==> config.mk <==
export PLATFORM = sky130hd
export DESIGN_NAME = dshot_frame_serializer
export DESIGN_NICKNAME = d
export VERILOG_FILES = /design/src/dfs_pkg.sv /design/src/dshot_frame_serializer.sv
export VERILOG_INCLUDE_DIRS = /design/src /design/src/src
export SDC_FILE = /design/constraint.sdc
export NUM_CORES = 1
export LEC_CHECK = 0
export ABC_AREA = 1
export BUFFER_PORTS_ARGS = -buffer_cell sky130_fd_sc_hd__buf_2
export CAP_MARGIN = 20
export CELL_PAD_IN_SITES_DETAIL_PLACEMENT = 0
export CELL_PAD_IN_SITES_GLOBAL_PLACEMENT = 1
export CORE_ASPECT_RATIO = 0.6
export CORE_MARGIN = 2
export CORE_UTILIZATION = 38
export CTS_CLUSTER_SIZE = 10
export DETAILED_ROUTE_END_ITERATION = 6
export PLACE_DENSITY = 0.76
export SYNTH_ARGS = -nofsm -noshare
export SYNTH_HDL_FRONTEND = slang
export SYNTH_SLANG_ARGS = --single-unit
==> constraint.sdc <==
create_clock -name clock -period 4.9 [get_ports clock]
set_input_delay 0 -clock clock [delete_from_list [all_inputs] [get_ports clock]]
set_output_delay 0 -clock clock [all_outputs]
set_load 0.005 [all_outputs]
==> src/dshot_frame_serializer_assert.svh <==
// ----------------------------------------------------------------------------
// DShot frame serializer assertion macros
// Clocked on clock, disabled during reset.
// ----------------------------------------------------------------------------
`ifndef DSHOT_FRAME_SERIALIZER_ASSERT_SVH
`define DSHOT_FRAME_SERIALIZER_ASSERT_SVH

// same-cycle implication
`define DFS_ASSERT_NOW(label, ante, cons, msg) \
   label: assert property (@(posedge clock) disable iff (reset) (ante) |-> (cons)) \
      else $error(msg);

// next-cycle implication
`define DFS_ASSERT_NEXT(label, ante, cons, msg) \
   label: assert property (@(posedge clock) disable iff (reset) (ante) |=> (cons)) \
      else $error(msg);

`endif

==> src/dfs_pkg.sv <==
// ----------------------------------------------------------------------------
// dfs_pkg
// Types, constants and frame builder for the DShot frame serializer.
// ----------------------------------------------------------------------------
package dfs_pkg;

   localparam int MOTOR_COUNT_DEF = 4;
   localparam int SHOWN_MOTORS    = 4;   // motors with a compare port
   localparam int THR_WIDTH       = 11;  // DShot throttle value bits
   localparam int FRAME_WIDTH     = 16;
   localparam int POS_WIDTH       = 5;
   localparam int CMP_WIDTH       = 16;
   localparam int DATA_WIDTH      = 32;
   localparam int ADDR_WIDTH      = 3;

   localparam logic [POS_WIDTH-1:0] POS_FIRST = 5'd0;
   localparam logic [POS_WIDTH-1:0] POS_TRAIL = 5'd16;
   localparam logic [POS_WIDTH-1:0] POS_IDLE  = 5'd17;
   localparam logic [3:0]           FRAME_MSB = 4'd15;

   localparam logic [CMP_WIDTH-1:0] ONE_HIGH_RESET  = 16'd420;
   localparam logic [CMP_WIDTH-1:0] ZERO_HIGH_RESET = 16'd205;

   typedef enum logic {
      KIND_WRITE = 1'b0,
      KIND_TICK  = 1'b1
   } kind_type;

   typedef enum logic {
      REG_ONE_HIGH  = 1'b0,
      REG_ZERO_HIGH = 1'b1
   } reg_index_type;

   // 11 throttle bits, telemetry bit, then XOR of the three nibbles
   function automatic logic [FRAME_WIDTH-1:0] build_frame(
      input logic [THR_WIDTH-1:0] value,
      input logic                 tel
   );
      logic [11:0] v;
      logic [3:0]  chk;
      v   = {value, tel};
      chk = v[3:0] ^ v[7:4] ^ v[11:8];
      return {v, chk};
   endfunction

endpackage

==> src/dshot_frame_serializer.sv <==
// ----------------------------------------------------------------------------
// dshot_frame_serializer
// DShot transmitter: per-motor throttle store, frame build, bit sequencing.
// ----------------------------------------------------------------------------
// One beat on req_ is either a throttle write (kind 0) or a bit-period tick
// (kind 1). Writes store bits 15..5 of the throttle for one motor; a write to
// the last motor builds all frames (throttle, telemetry, 4-bit check) and
// restarts every line at its MSB, even mid-frame. Each tick returns one rsp_
// beat with the compare value for every motor's current bit, a zero compare
// for the trailing low period and for idle lines, and a mask of the lines
// that were sending or trailing. Writes return nothing. Throughput is one
// beat per clock unless a tick waits on rsp_stall: a beat first enters the
// input register, then its state update and compare selection land in the
// result register, which drives rsp_. A write leaves the input register
// even while a result is held by rsp_stall; a tick waits for the result
// register to free up. Compare registers live at byte offsets 0x0 (one bit)
// and 0x4 (zero bit) and should only be changed with the block quiet.
// ----------------------------------------------------------------------------
`include "dshot_frame_serializer_assert.svh"

module dshot_frame_serializer #(
   parameter int MOTOR_COUNT = dfs_pkg::MOTOR_COUNT_DEF
) (
   input  logic                           clock,
   input  logic                           reset,

   // input beats
   input  logic                           req_valid,
   output logic                           req_stall,
   input  logic                           req_kind,
   input  logic [1:0]                     req_motor,
   input  logic [15:0]                    req_throttle,
   input  logic                           req_telemetry,

   // result beats
   output logic                           rsp_valid,
   input  logic                           rsp_stall,
   output logic [dfs_pkg::CMP_WIDTH-1:0]  rsp_compare_m0,
   output logic [dfs_pkg::CMP_WIDTH-1:0]  rsp_compare_m1,
   output logic [dfs_pkg::CMP_WIDTH-1:0]  rsp_compare_m2,
   output logic [dfs_pkg::CMP_WIDTH-1:0]  rsp_compare_m3,
   output logic [3:0]                     rsp_active_mask,

   // register port
   input  logic                           psel,
   input  logic                           penable,
   input  logic                           pwrite,
   input  logic [dfs_pkg::ADDR_WIDTH-1:0] paddr,
   input  logic [dfs_pkg::DATA_WIDTH-1:0] pwdata,
   output logic [dfs_pkg::DATA_WIDTH-1:0] prdata,
   output logic                           pready
);

   localparam int SHOWN = dfs_pkg::SHOWN_MOTORS;

   // --- compare registers -------------------------------------------------
   logic [dfs_pkg::CMP_WIDTH-1:0] one_high_ff,  one_high_in;
   logic [dfs_pkg::CMP_WIDTH-1:0] zero_high_ff, zero_high_in;
   dfs_pkg::reg_index_type        reg_sel;
   logic                          reg_wr;

   assign pready  = 1'b1;
   assign reg_sel = dfs_pkg::reg_index_type'(paddr[2]);
   assign reg_wr  = psel && penable && pwrite && pready;

   always_comb begin
      one_high_in  = one_high_ff;
      zero_high_in = zero_high_ff;
      if (reg_wr) begin
         case (reg_sel)
            dfs_pkg::REG_ONE_HIGH:  one_high_in  = pwdata[dfs_pkg::CMP_WIDTH-1:0];
            dfs_pkg::REG_ZERO_HIGH: zero_high_in = pwdata[dfs_pkg::CMP_WIDTH-1:0];
            default: ;
         endcase
      end
   end

   always_comb begin
      case (reg_sel)
         dfs_pkg::REG_ONE_HIGH:
            prdata = {{(dfs_pkg::DATA_WIDTH-dfs_pkg::CMP_WIDTH){1'b0}}, one_high_ff};
         dfs_pkg::REG_ZERO_HIGH:
            prdata = {{(dfs_pkg::DATA_WIDTH-dfs_pkg::CMP_WIDTH){1'b0}}, zero_high_ff};
         default: prdata = '0;
      endcase
   end

   always_ff @(posedge clock) begin
      if (reset) begin
         one_high_ff  <= dfs_pkg::ONE_HIGH_RESET;
         zero_high_ff <= dfs_pkg::ZERO_HIGH_RESET;
      end else begin
         one_high_ff  <= one_high_in;
         zero_high_ff <= zero_high_in;
      end
   end

   // --- input register ----------------------------------------------------
   logic                        in_valid_ff, in_valid_in;
   dfs_pkg::kind_type           in_kind_ff,  in_kind_in;
   logic [1:0]                  in_motor_ff, in_motor_in;
   logic [dfs_pkg::THR_WIDTH-1:0] in_thr_ff, in_thr_in;
   logic                        in_tel_ff,   in_tel_in;

   logic out_free;   // result register can take a new beat
   logic advance;    // input register item is processed this cycle
   logic adv_write;
   logic adv_tick;
   logic build;      // write to the last motor
   logic req_take;

   assign out_free  = !rsp_valid || !rsp_stall;
   assign advance   = in_valid_ff && ((in_kind_ff == dfs_pkg::KIND_WRITE) || out_free);
   assign adv_write = advance && (in_kind_ff == dfs_pkg::KIND_WRITE);
   assign adv_tick  = advance && (in_kind_ff == dfs_pkg::KIND_TICK);
   assign build     = adv_write && (int'(in_motor_ff) == MOTOR_COUNT - 1);
   assign req_stall = in_valid_ff && !advance;
   assign req_take  = req_valid && !req_stall;

   always_comb begin
      in_valid_in = in_valid_ff;
      in_kind_in  = in_kind_ff;
      in_motor_in = in_motor_ff;
      in_thr_in   = in_thr_ff;
      in_tel_in   = in_tel_ff;
      if (advance) begin
         in_valid_in = 1'b0;
      end
      if (req_take) begin
         in_valid_in = 1'b1;
         in_kind_in  = dfs_pkg::kind_type'(req_kind);
         in_motor_in = req_motor;
         in_thr_in   = req_throttle[15:16-dfs_pkg::THR_WIDTH];
         in_tel_in   = req_telemetry;
      end
   end

   always_ff @(posedge clock) begin
      if (reset) begin
         in_valid_ff <= 1'b0;
      end else begin
         in_valid_ff <= in_valid_in;
      end
      in_kind_ff  <= in_kind_in;
      in_motor_ff <= in_motor_in;
      in_thr_ff   <= in_thr_in;
      in_tel_ff   <= in_tel_in;
   end

   // --- per-motor line state ----------------------------------------------
   logic [dfs_pkg::THR_WIDTH-1:0]   thr_ff   [MOTOR_COUNT];
   logic [dfs_pkg::THR_WIDTH-1:0]   thr_in   [MOTOR_COUNT];
   logic [dfs_pkg::FRAME_WIDTH-1:0] frame_ff [MOTOR_COUNT];
   logic [dfs_pkg::FRAME_WIDTH-1:0] frame_in [MOTOR_COUNT];
   logic [dfs_pkg::POS_WIDTH-1:0]   pos_ff   [MOTOR_COUNT];
   logic [dfs_pkg::POS_WIDTH-1:0]   pos_in   [MOTOR_COUNT];
   logic [dfs_pkg::CMP_WIDTH-1:0]   cmp_w    [MOTOR_COUNT];
   logic [MOTOR_COUNT-1:0]          act_w;

   always_comb begin
      for (int m = 0; m < MOTOR_COUNT; m++) begin
         thr_in[m]   = thr_ff[m];
         frame_in[m] = frame_ff[m];
         pos_in[m]   = pos_ff[m];
         cmp_w[m]    = '0;
         act_w[m]    = 1'b0;

         // new throttle goes straight into this write's frame build
         if (adv_write && (int'(in_motor_ff) == m)) begin
            thr_in[m] = in_thr_ff;
         end
         if (build) begin
            frame_in[m] = dfs_pkg::build_frame(thr_in[m], in_tel_ff);
            pos_in[m]   = dfs_pkg::POS_FIRST;
         end

         if (pos_ff[m] < dfs_pkg::POS_TRAIL) begin
            cmp_w[m] = frame_ff[m][dfs_pkg::FRAME_MSB - pos_ff[m][3:0]] ?
                       one_high_ff : zero_high_ff;
         end
         act_w[m] = (pos_ff[m] <= dfs_pkg::POS_TRAIL);
         if (adv_tick && act_w[m]) begin
            pos_in[m] = pos_ff[m] + 1'b1;
         end
      end
   end

   always_ff @(posedge clock) begin
      if (reset) begin
         for (int m = 0; m < MOTOR_COUNT; m++) begin
            thr_ff[m]   <= '0;
            frame_ff[m] <= '0;
            pos_ff[m]   <= dfs_pkg::POS_IDLE;
         end
      end else begin
         for (int m = 0; m < MOTOR_COUNT; m++) begin
            thr_ff[m]   <= thr_in[m];
            frame_ff[m] <= frame_in[m];
            pos_ff[m]   <= pos_in[m];
         end
      end
   end

   // --- result register ---------------------------------------------------
   // only the first SHOWN motors have ports; missing motors read as zero
   logic [dfs_pkg::CMP_WIDTH-1:0] shown_cmp [SHOWN];
   logic [SHOWN-1:0]              shown_act;

   for (genvar s = 0; s < SHOWN; s++) begin : g_shown
      if (s < MOTOR_COUNT) begin : g_real
         assign shown_cmp[s] = cmp_w[s];
         assign shown_act[s] = act_w[s];
      end else begin : g_absent
         assign shown_cmp[s] = '0;
         assign shown_act[s] = 1'b0;
      end
   end

   logic                          rsp_valid_ff, rsp_valid_in;
   logic [dfs_pkg::CMP_WIDTH-1:0] rsp_cmp_ff [SHOWN];
   logic [dfs_pkg::CMP_WIDTH-1:0] rsp_cmp_in [SHOWN];
   logic [SHOWN-1:0]              rsp_mask_ff, rsp_mask_in;

   always_comb begin
      rsp_valid_in = rsp_valid_ff;
      rsp_mask_in  = rsp_mask_ff;
      for (int s = 0; s < SHOWN; s++) begin
         rsp_cmp_in[s] = rsp_cmp_ff[s];
      end
      if (out_free) begin
         rsp_valid_in = adv_tick;
      end
      if (adv_tick) begin
         rsp_mask_in = shown_act;
         for (int s = 0; s < SHOWN; s++) begin
            rsp_cmp_in[s] = shown_cmp[s];
         end
      end
   end

   always_ff @(posedge clock) begin
      if (reset) begin
         rsp_valid_ff <= 1'b0;
      end else begin
         rsp_valid_ff <= rsp_valid_in;
      end
      rsp_mask_ff <= rsp_mask_in;
      for (int s = 0; s < SHOWN; s++) begin
         rsp_cmp_ff[s] <= rsp_cmp_in[s];
      end
   end

   assign rsp_valid       = rsp_valid_ff;
   assign rsp_compare_m0  = rsp_cmp_ff[0];
   assign rsp_compare_m1  = rsp_cmp_ff[1];
   assign rsp_compare_m2  = rsp_cmp_ff[2];
   assign rsp_compare_m3  = rsp_cmp_ff[3];
   assign rsp_active_mask = rsp_mask_ff;

   // --- checks ------------------------------------------------------------
   `DFS_ASSERT_NEXT(a_tick_gives_beat, adv_tick, rsp_valid_ff, "tick processed without result beat")
   `DFS_ASSERT_NEXT(a_build_restarts, build, pos_ff[0] == dfs_pkg::POS_FIRST, "frame build did not restart line 0")
   `DFS_ASSERT_NOW(a_cmp_implies_active, rsp_valid_ff && (rsp_cmp_ff[0] != '0), rsp_mask_ff[0], "nonzero compare on an inactive line")

endmodule
==> results of run 1 <==
-- worst paths after layout --
kind,end,slack (ps),depth (start not counted)
worst max-delay path,frame_ff[3][2],2050,11
worst min register to register,frame_ff[3][7],470,2
worst min-delay path,pos_ff[1][0],60,3
worst max register to register,frame_ff[3][2],2050,11
-- flip-flops by register name (all words and copies together), names as in the netlist, 4 cells and up --
register / cells
frame_ff: 61
in_thr_ff: 11
one_high_ff: 16
pos_ff: 20
rsp_active_mask: 4
rsp_cmp_ff: 64
thr_ff: 40
zero_high_ff: 16
-- through the flow --
stage / setup WS, ps / hold WS (ps)
after global placement: 2060 / 178
after floorplan: 13.4 / 98.9
after detailed placement: 2080 / 178
final: 2050 / 61.2
after CTS: 2050 / 47.9
after global routing: 1750 / 135
-- synth_stat cells, drive strengths merged --
master	instances	area share
nand2	383	0.13
nor2	202	0.070
inv	186	0.061
nand3	172	0.075
dfxtp	155	0.27
o21ai	100	0.046
a21oi	96	0.043
edfxtp	83	0.22
buf	67	0.038
clkbuf	30	0.010
o211ai	27	0.018
xor2	8	0.0061
nand4	6	0.0033
and2	5	0.0027
clkinv	5	0.0016
ha	4	0.0044
nor3	4	0.0017
or2	3	0.0016
conb	2	0.00066
a211oi	1	0.00066
o21a	1	0.00066
-- worst max-delay path, stage by stage (launching register included) --
cell,delay [ps]
edfxtp_1,440
nor2_4,520
nand2_1,700
buf_4,500
nand2_1,100
nand2_1,80
inv_1,100
nand2_1,60
nand3_1,60
nand3_1,70
nand2_1,60
inv_1,50
-- routing by layer --
layer  global-route usage  vias up  wire [um]
met3               0.0413       37       2720
li1                     -     5158          -
met2                0.277      293      12700
met4               0.0341        0        486
met1                0.346     4672      17500
met5                    0        -          0
-- cells by family (layout without fill, tap and decap cells) --
family / count (synthesis) / in the layout / synth area share
compound gates: 225 / 225 / 0.107
simple gates: 775 / 775 / 0.283
fa+ha+maj: 4 / 4 / 0.00437
other cells: 2 / 18 / 0.000655
buf+inv: 288 / 411 / 0.111
flops: 238 / 238 / 0.488
xor+xnor: 8 / 8 / 0.00611
-- power by group --
part           total [W]  internal, W  switching [W]
Sequential       0.00214      0.00209      0.0000480
Combinational   0.000317     0.000112       0.000205
Clock            0.00183      0.00102       0.000811
-- area by class of cell --
cell class | instances | share of cell area
diodes | 1 | 0.000187
clock inverters | 1 | 0.00149
flip-flops and latches | 238 | 0.417
inverters | 191 | 0.0535
multi-input cells | 1029 | 0.348
well taps | 408 | 0.0381
clock buffers | 43 | 0.0549
repair buffers | 176 | 0.0861
==> impl_results.md, run 1 <==
* Area grow syn2layout at 16.9%
* Post-cts resize count at 0
* Global-route wire length before repair at about 52,000 um
* H-tree Lvls at 1
* Avg Inst Size Synth at between 7 and 8 um^2
* Die H at approximately 140 um
* Warnings from Yosys at 0
* Final max-slew violation count at 0
* Normalized max-slew margin at 0.308
* Worst-Margin Slew at between 1000 and 1500 ps
* Clock buffer count from CTS at 27
* HP Class: in2reg
* Tot Pwr at between 0.004 and 0.005 W
* GP Congestion at 0.858
* Distinct cell type count after synthesis at 35
* Crit end category: flip-flop
* Post-synthesis cell count at between 1,500 and 2,000
* Layout cell share with drive strength beyond 1 at 0.125
* Skew-Pair Late Insertion Delay at approximately 570 ps
* Pwr/cell area at approximately 320 nW/um^2
* Die Area at around 32,000 um^2
* Final Critical Period at about 2800 ps
* # IOs at ~170
* Crit path kind: reg2reg
* Clock Root Buffer: clkbuf_16
* Clk slew on worst S/H paths at ~60 ps
* Maxcap violations at 0
* Drt initial violations at 955
* Hold Path Origin: reset
* Status: finished, violations left
* Post-layout util at 0.450
* Leak at 6.27 nW
* Final wirelength at 33,400 um
* Vias in the first global route at a little over 9,000
* Area of the multi-input gates at 4670 um^2
* Area post-placement at around 12,000 um^2
* Most common cell after layout, fill and taps aside: nand2_1
* Failing checks: DRC
* Synth Register Bits at between 200 and 250
* Synth Cell Area at 11,500 um^2
* Antenna-violating nets left at 0
* Initial antenna violation count at 1
* Routed vias/inst at 4.87
* Largest net degree at the start of global routing at between 80 and 90
* Initial DRT Pass Iterations at 7
* DR WL/cell at roughly 16 um
* Storage cell area at 5600 um^2
* Hold buffer count at cts at 41
* Nets at approximately 1,700
* Fin. Hold Viols at 0
* CTS Buffer Depth at 3
* Sequential element share of the synthesized area at 0.488
* RSZ-0062 raised after global routing: no
* WP data arrival at 3310 ps
* Setup Buffers After CTS at 0
* DR vias at 10,200
* Critical path origin: in_kind_ff
* Core area at 29,800 um^2
* Worst VDD drop at around 0.27 mV
* CTS tree: yes
* Placed Cells at between 1,500 and 2,000
* IO Port Bufs at approximately 120
* Finished Layout Cells at 2,087
* Setup TNS at 0 ps
* Grt ovf at 0
* Worst Clk Skew at 25.1 ps
* Commonest non-fill, non-tap cells in the layout: nand2_1 (372), nor2_1 (194), inv_1 (172), nand3_1 (172), dfxtp_1 (155)
* Hpwl dp at between 20,000 and 25,000 um
* CP startpoint kind: flip-flop
* Final period utilization at 0.581
* Drc violations at 1
* Final Cell Area at 13,400 um^2
* CTS Sinks at 238
* CP max FO at 32
* Initial core utilization at 0.385
* Worst r2r src: in_kind_ff
* Total track usage at 0.209
* FP Rows at 49
* Fmax at between 300 and 400 MHz
* Worst endpoint required time at 5360 ps
* Final setup vio count at 0
* Die X at approximately 230 um
* Fillers at between 3,000 and 4,000
(Power assumes the default switching activity.)
==> inputs of run 2 (changes only) <==
--- a/config.mk
+++ b/config.mk
@@ -6,17 +6,17 @@
 export SDC_FILE = /design/constraint.sdc
 export NUM_CORES = 1
 export LEC_CHECK = 0
-export ABC_AREA = 1
+export ABC_AREA = 0
 export BUFFER_PORTS_ARGS = -buffer_cell sky130_fd_sc_hd__buf_2
 export CAP_MARGIN = 20
 export CELL_PAD_IN_SITES_DETAIL_PLACEMENT = 0
 export CELL_PAD_IN_SITES_GLOBAL_PLACEMENT = 1
 export CORE_ASPECT_RATIO = 0.6
 export CORE_MARGIN = 2
-export CORE_UTILIZATION = 38
+export CORE_UTILIZATION = 44
 export CTS_CLUSTER_SIZE = 10
 export DETAILED_ROUTE_END_ITERATION = 6
-export PLACE_DENSITY = 0.76
+export PLACE_DENSITY = 0.79
 export SYNTH_ARGS = -nofsm -noshare
 export SYNTH_HDL_FRONTEND = slang
 export SYNTH_SLANG_ARGS = --single-unit
==> constraint.sdc (replaced) <==
create_clock -name clock -period 2.7 [get_ports clock]
set_input_delay 0 -clock clock [delete_from_list [all_inputs] [get_ports clock]]
set_output_delay 0 -clock clock [all_outputs]
set_load 0.005 [all_outputs]
==> run 2 against run 1 <==
  * Via count fell by 25%
  * The run now ends clean
  * Register-to-register slack lost 1700 ps
  * Worst setup slack got worse by 1700 ps
  * Critical endpoint is now rsp_cmp_ff[2][1]
  * Largest power group unchanged
==> impl_results.md, run 2 <==
* Sequential element share of the synthesized area at 0.536 (+0.0484)
* Final max-slew violation count at 0 (unchanged)
* Top flop regs: rsp_cmp_ff: 64 flops, frame_ff: 61 flops, thr_ff: 33 flops
* Register name with the most flops: rsp_cmp_ff
* Final setup vio count at 0 (unchanged)
* Synth area leader: dfxtp_1
* Switching Share at 0.226 (-0.0223)
* Total track usage at 0.208 (-0.00164)
* Status: complete, no violations
* GP Congestion at 0.751 (-13%)
* Routed vias/inst at 5.12 (+5.2%)
* Normalized max-slew margin at 0.472 (+0.164)
* Nets at 1,220 (-29%)
* Crit end category: flip-flop
* Post-synthesis cell count at 1,006 (-35%)
* Post-synth ARST share at 0 (unchanged)
* CTS Buffer Depth at 3 (unchanged)
* Vias in the first global route at 7,016 (-23%)
* Warnings from Yosys at 0 (unchanged)
* Drt initial violations at 605 (-37%)
* Post-cts resize count at 0 (unchanged)
* Synth Register Bits at 231 (-2.9%)
* Final Cell Area at 12,100 um^2 (-9.5%)
* Tot Pwr at 0.00734 W (+71%)
* Synth Cell Area at 10,200 um^2 (-11%)
* Hold WS at 24.5 ps (-36.7 ps)
* CP peak stage delay at 600 ps (-100 ps)
* Global-route wire length before repair at 40,100 um (-24%)
* Maxcap violations at 0 (unchanged)
* HP Class: in2reg
* Largest register FFs at 64 (unchanged)
* Met1 Usage GRT at 0.333 (-0.0131)
* Pwr/cell area at 605 nW/um^2 (+89%)
* Largest net degree at the start of global routing at 68 (-19%)
* Core area at 22,900 um^2 (-23%)
* Drc violations at 0 (-1)
* H-tree Lvls at 1 (unchanged)
* Most common cell in the netlist: nand2_1
* Initial core utilization at 0.444 (+0.0589)
* Antenna cells at 0 (-1)
* CTS Sinks at 231 (-2.9%)
* Internal power at 0.00568 W (+76%)
* RSZ-0062 raised after global routing: no
* CP max FO at 16 (-50%)
* Clock Power Share at 0.437 (+0.010)
* Met2 Use GR at 0.292 (+0.0154)
* Grt ovf at 0 (unchanged)
* Cell mode on critical path: mux4_2
* Area grow syn2layout at 19.3%
* CP startpoint kind: flip-flop
* Antenna-violating nets left at 0 (unchanged)
* Worst Clk Skew at 15.2 ps (-9.93 ps)
* Yosys top cell area share at 0.291 (+0.0207)
* WP data arrival at 2640 ps (-670 ps)
* Fmax at 422 MHz (+20%)
* Met3 usage at 0.0372 (-0.00414)
* DR WL/cell at 17.2 um (+7.6%)
* Post-synth EDFFs at 83 (unchanged)
* Crit path kind: reg2reg
* Switching pwr at 0.00166 W (+56%)
* Layout cell share with drive strength beyond 1 at 0.202 (+0.0775)
* Busiest grt layer: met1
* PnR worst setup slack at 328 ps (-1720 ps)
* Area contributors post-synth: dfxtp_1 (29%), edfxtp_1 (25%), nand2_1 (9.1%)
* Initial DRT Pass Iterations at 5 (-2)
* Comb power frac at 0.052 (-0.022)
* Commonest non-fill, non-tap cells in the layout: nand2_1 (247), dfxtp_1 (148), buf_2 (123), a21oi_1 (117), nor2_1 (87)
* Pre-CTS setup slack at 313 ps (-1760 ps)
* FP Rows at 43 (-12%)
* Setup TNS at 0 ps (unchanged)
* Die H at 122 um (-12%)
* Final wirelength at 25,500 um (-24%)
* Final period utilization at 0.878 (+0.297)
* Fin. Hold Viols at 0 (unchanged)
* Skew-Pair Late Insertion Delay at 540 ps (-30 ps)
* Leak at 4.24 nW (-32%)
* Flop pwr share at 0.510 (+0.011)
* Top cells by count, synth: nand2_1 (247), dfxtp_1 (148), a21oi_1 (118), nor2_1 (87), edfxtp_1 (83)
* IO Port Bufs at 124 (unchanged)
* Clock buffer count from CTS at 27 (unchanged)
* Worst-path cell chain: mux4_2 -> mux4_2 -> buf_12 -> mux2i_1 -> nor2_1
* Worst-Margin Slew at 792 ps (-247 ps)
* Die X at 200 um (-12%)
* Die Area at 24,400 um^2 (-23%)
* Clk slew on worst S/H paths at 50 ps (about the same)
* Worst endpoint required time at 2970 ps (-2390 ps)
* Clock Root Buffer: clkbuf_16
* Hpwl dp at 16,900 um (-27%)
* Slowest cell on crit path: dfxtp_1
* Most common cell after layout, fill and taps aside: nand2_1
* Initial antenna violation count at 1 (unchanged)
* CTS tree: yes
* DR vias at 7,596 (-25%)
* # IOs at 165 (unchanged)
* Top FF cell, synth: dfxtp_1
* Worst VDD drop at 0.477 mV (+77%)
* Distinct cell type count after synthesis at 44 (+26%)
* Final Critical Period at 2370 ps (-476 ps)
* Avg Inst Size Synth at 10.1 um^2 (+36%)
* Area post-placement at 11,100 um^2 (-9.2%)
run 2: cell types whose count changed after synthesis, moves of 29 or more:
cell and change:
inv_1 -171, nand3_1 -154, nand2_1 -125, nor2_1 -107, o21ai_0 -73, mux2i_1 +68
buf_2 -30, xnor2_1 +29
run 2: worst max-delay path: cells and delay by family, from the launching register on:
| family | cells | cell delay [ps] |
|---|---|---|
| simple gates | 1 | 70 |
| flops | 1 | 600 |
| buf+inv | 1 | 190 |
| mux | 3 | 1240 |
run 2: kinds of logic (layout without fill, tap and decap cells):
kind of cell	after synthesis	in the layout	share of synthesized area
simple gates	383	383	0.155
flops	231	231	0.536
compound gates	158	158	0.0897
mux	106	106	0.134
buf+inv	93	240	0.0539
xor+xnor	29	29	0.0250
fa+ha+maj	4	4	0.00492
other cells	2	17	0.000738
run 2: final cells by class:
class / instances / area (um^2)
Sequential cell: 231 / 5460
Fill cell: 2068 / 10800
Clock inverter: 2 / 17.5
Inverter: 1 / 3.75
Timing Repair Buffer: 196 / 1300
Multi-Input combinational cell: 697 / 4240
Tap cell: 315 / 394
Clock buffer: 41 / 728
run 2: power by group through the flow:
stage	Clock (W)	Combinational, W	Sequential, W
2_1_floorplan	0	0.000225	0.00379
3_3_place_gp	0	0.000341	0.00382
3_5_place_dp	0	0.000344	0.00382
4_1_cts	0.00326	0.000383	0.00375
5_1_grt	0.00341	0.000423	0.00375
6_report	0.00321	0.000384	0.00375
run 2: path summary, 6_finish.rpt:
path / cells after the start / startpoint / slack [ps] / to
max: 5 / pos_ff[2][3] / 330 / rsp_cmp_ff[2][1]
min: 5 / penable / 20 / zero_high_ff[4]
max reg2reg: 5 / pos_ff[2][3] / 330 / rsp_cmp_ff[2][1]
min reg2reg: 2 / frame_ff[3][9] / 450 / frame_ff[3][9]
run 2: stage by stage:
step,std cells,util
6_report,1483,0.530
5_1_grt,1483,0.530
4_1_cts,1483,0.530
3_5_place_dp,1407,0.483
3_3_place_gp,1407,0.483
2_1_floorplan,1021,-
run 2: routing by layer:
metal	vias to the layer above	part of all wire
met5	-	0
met4	0	0.011
met3	26	0.057
met2	227	0.41
met1	3609	0.52
li1	3734	-
run 2: what timing repair did:
| item | CTS | global route |
|---|---|---|
| hold endpoints to repair | 52 | 0 |
| hold buffers | 33 | 0 |
| buffers inserted | 0 | 0 |
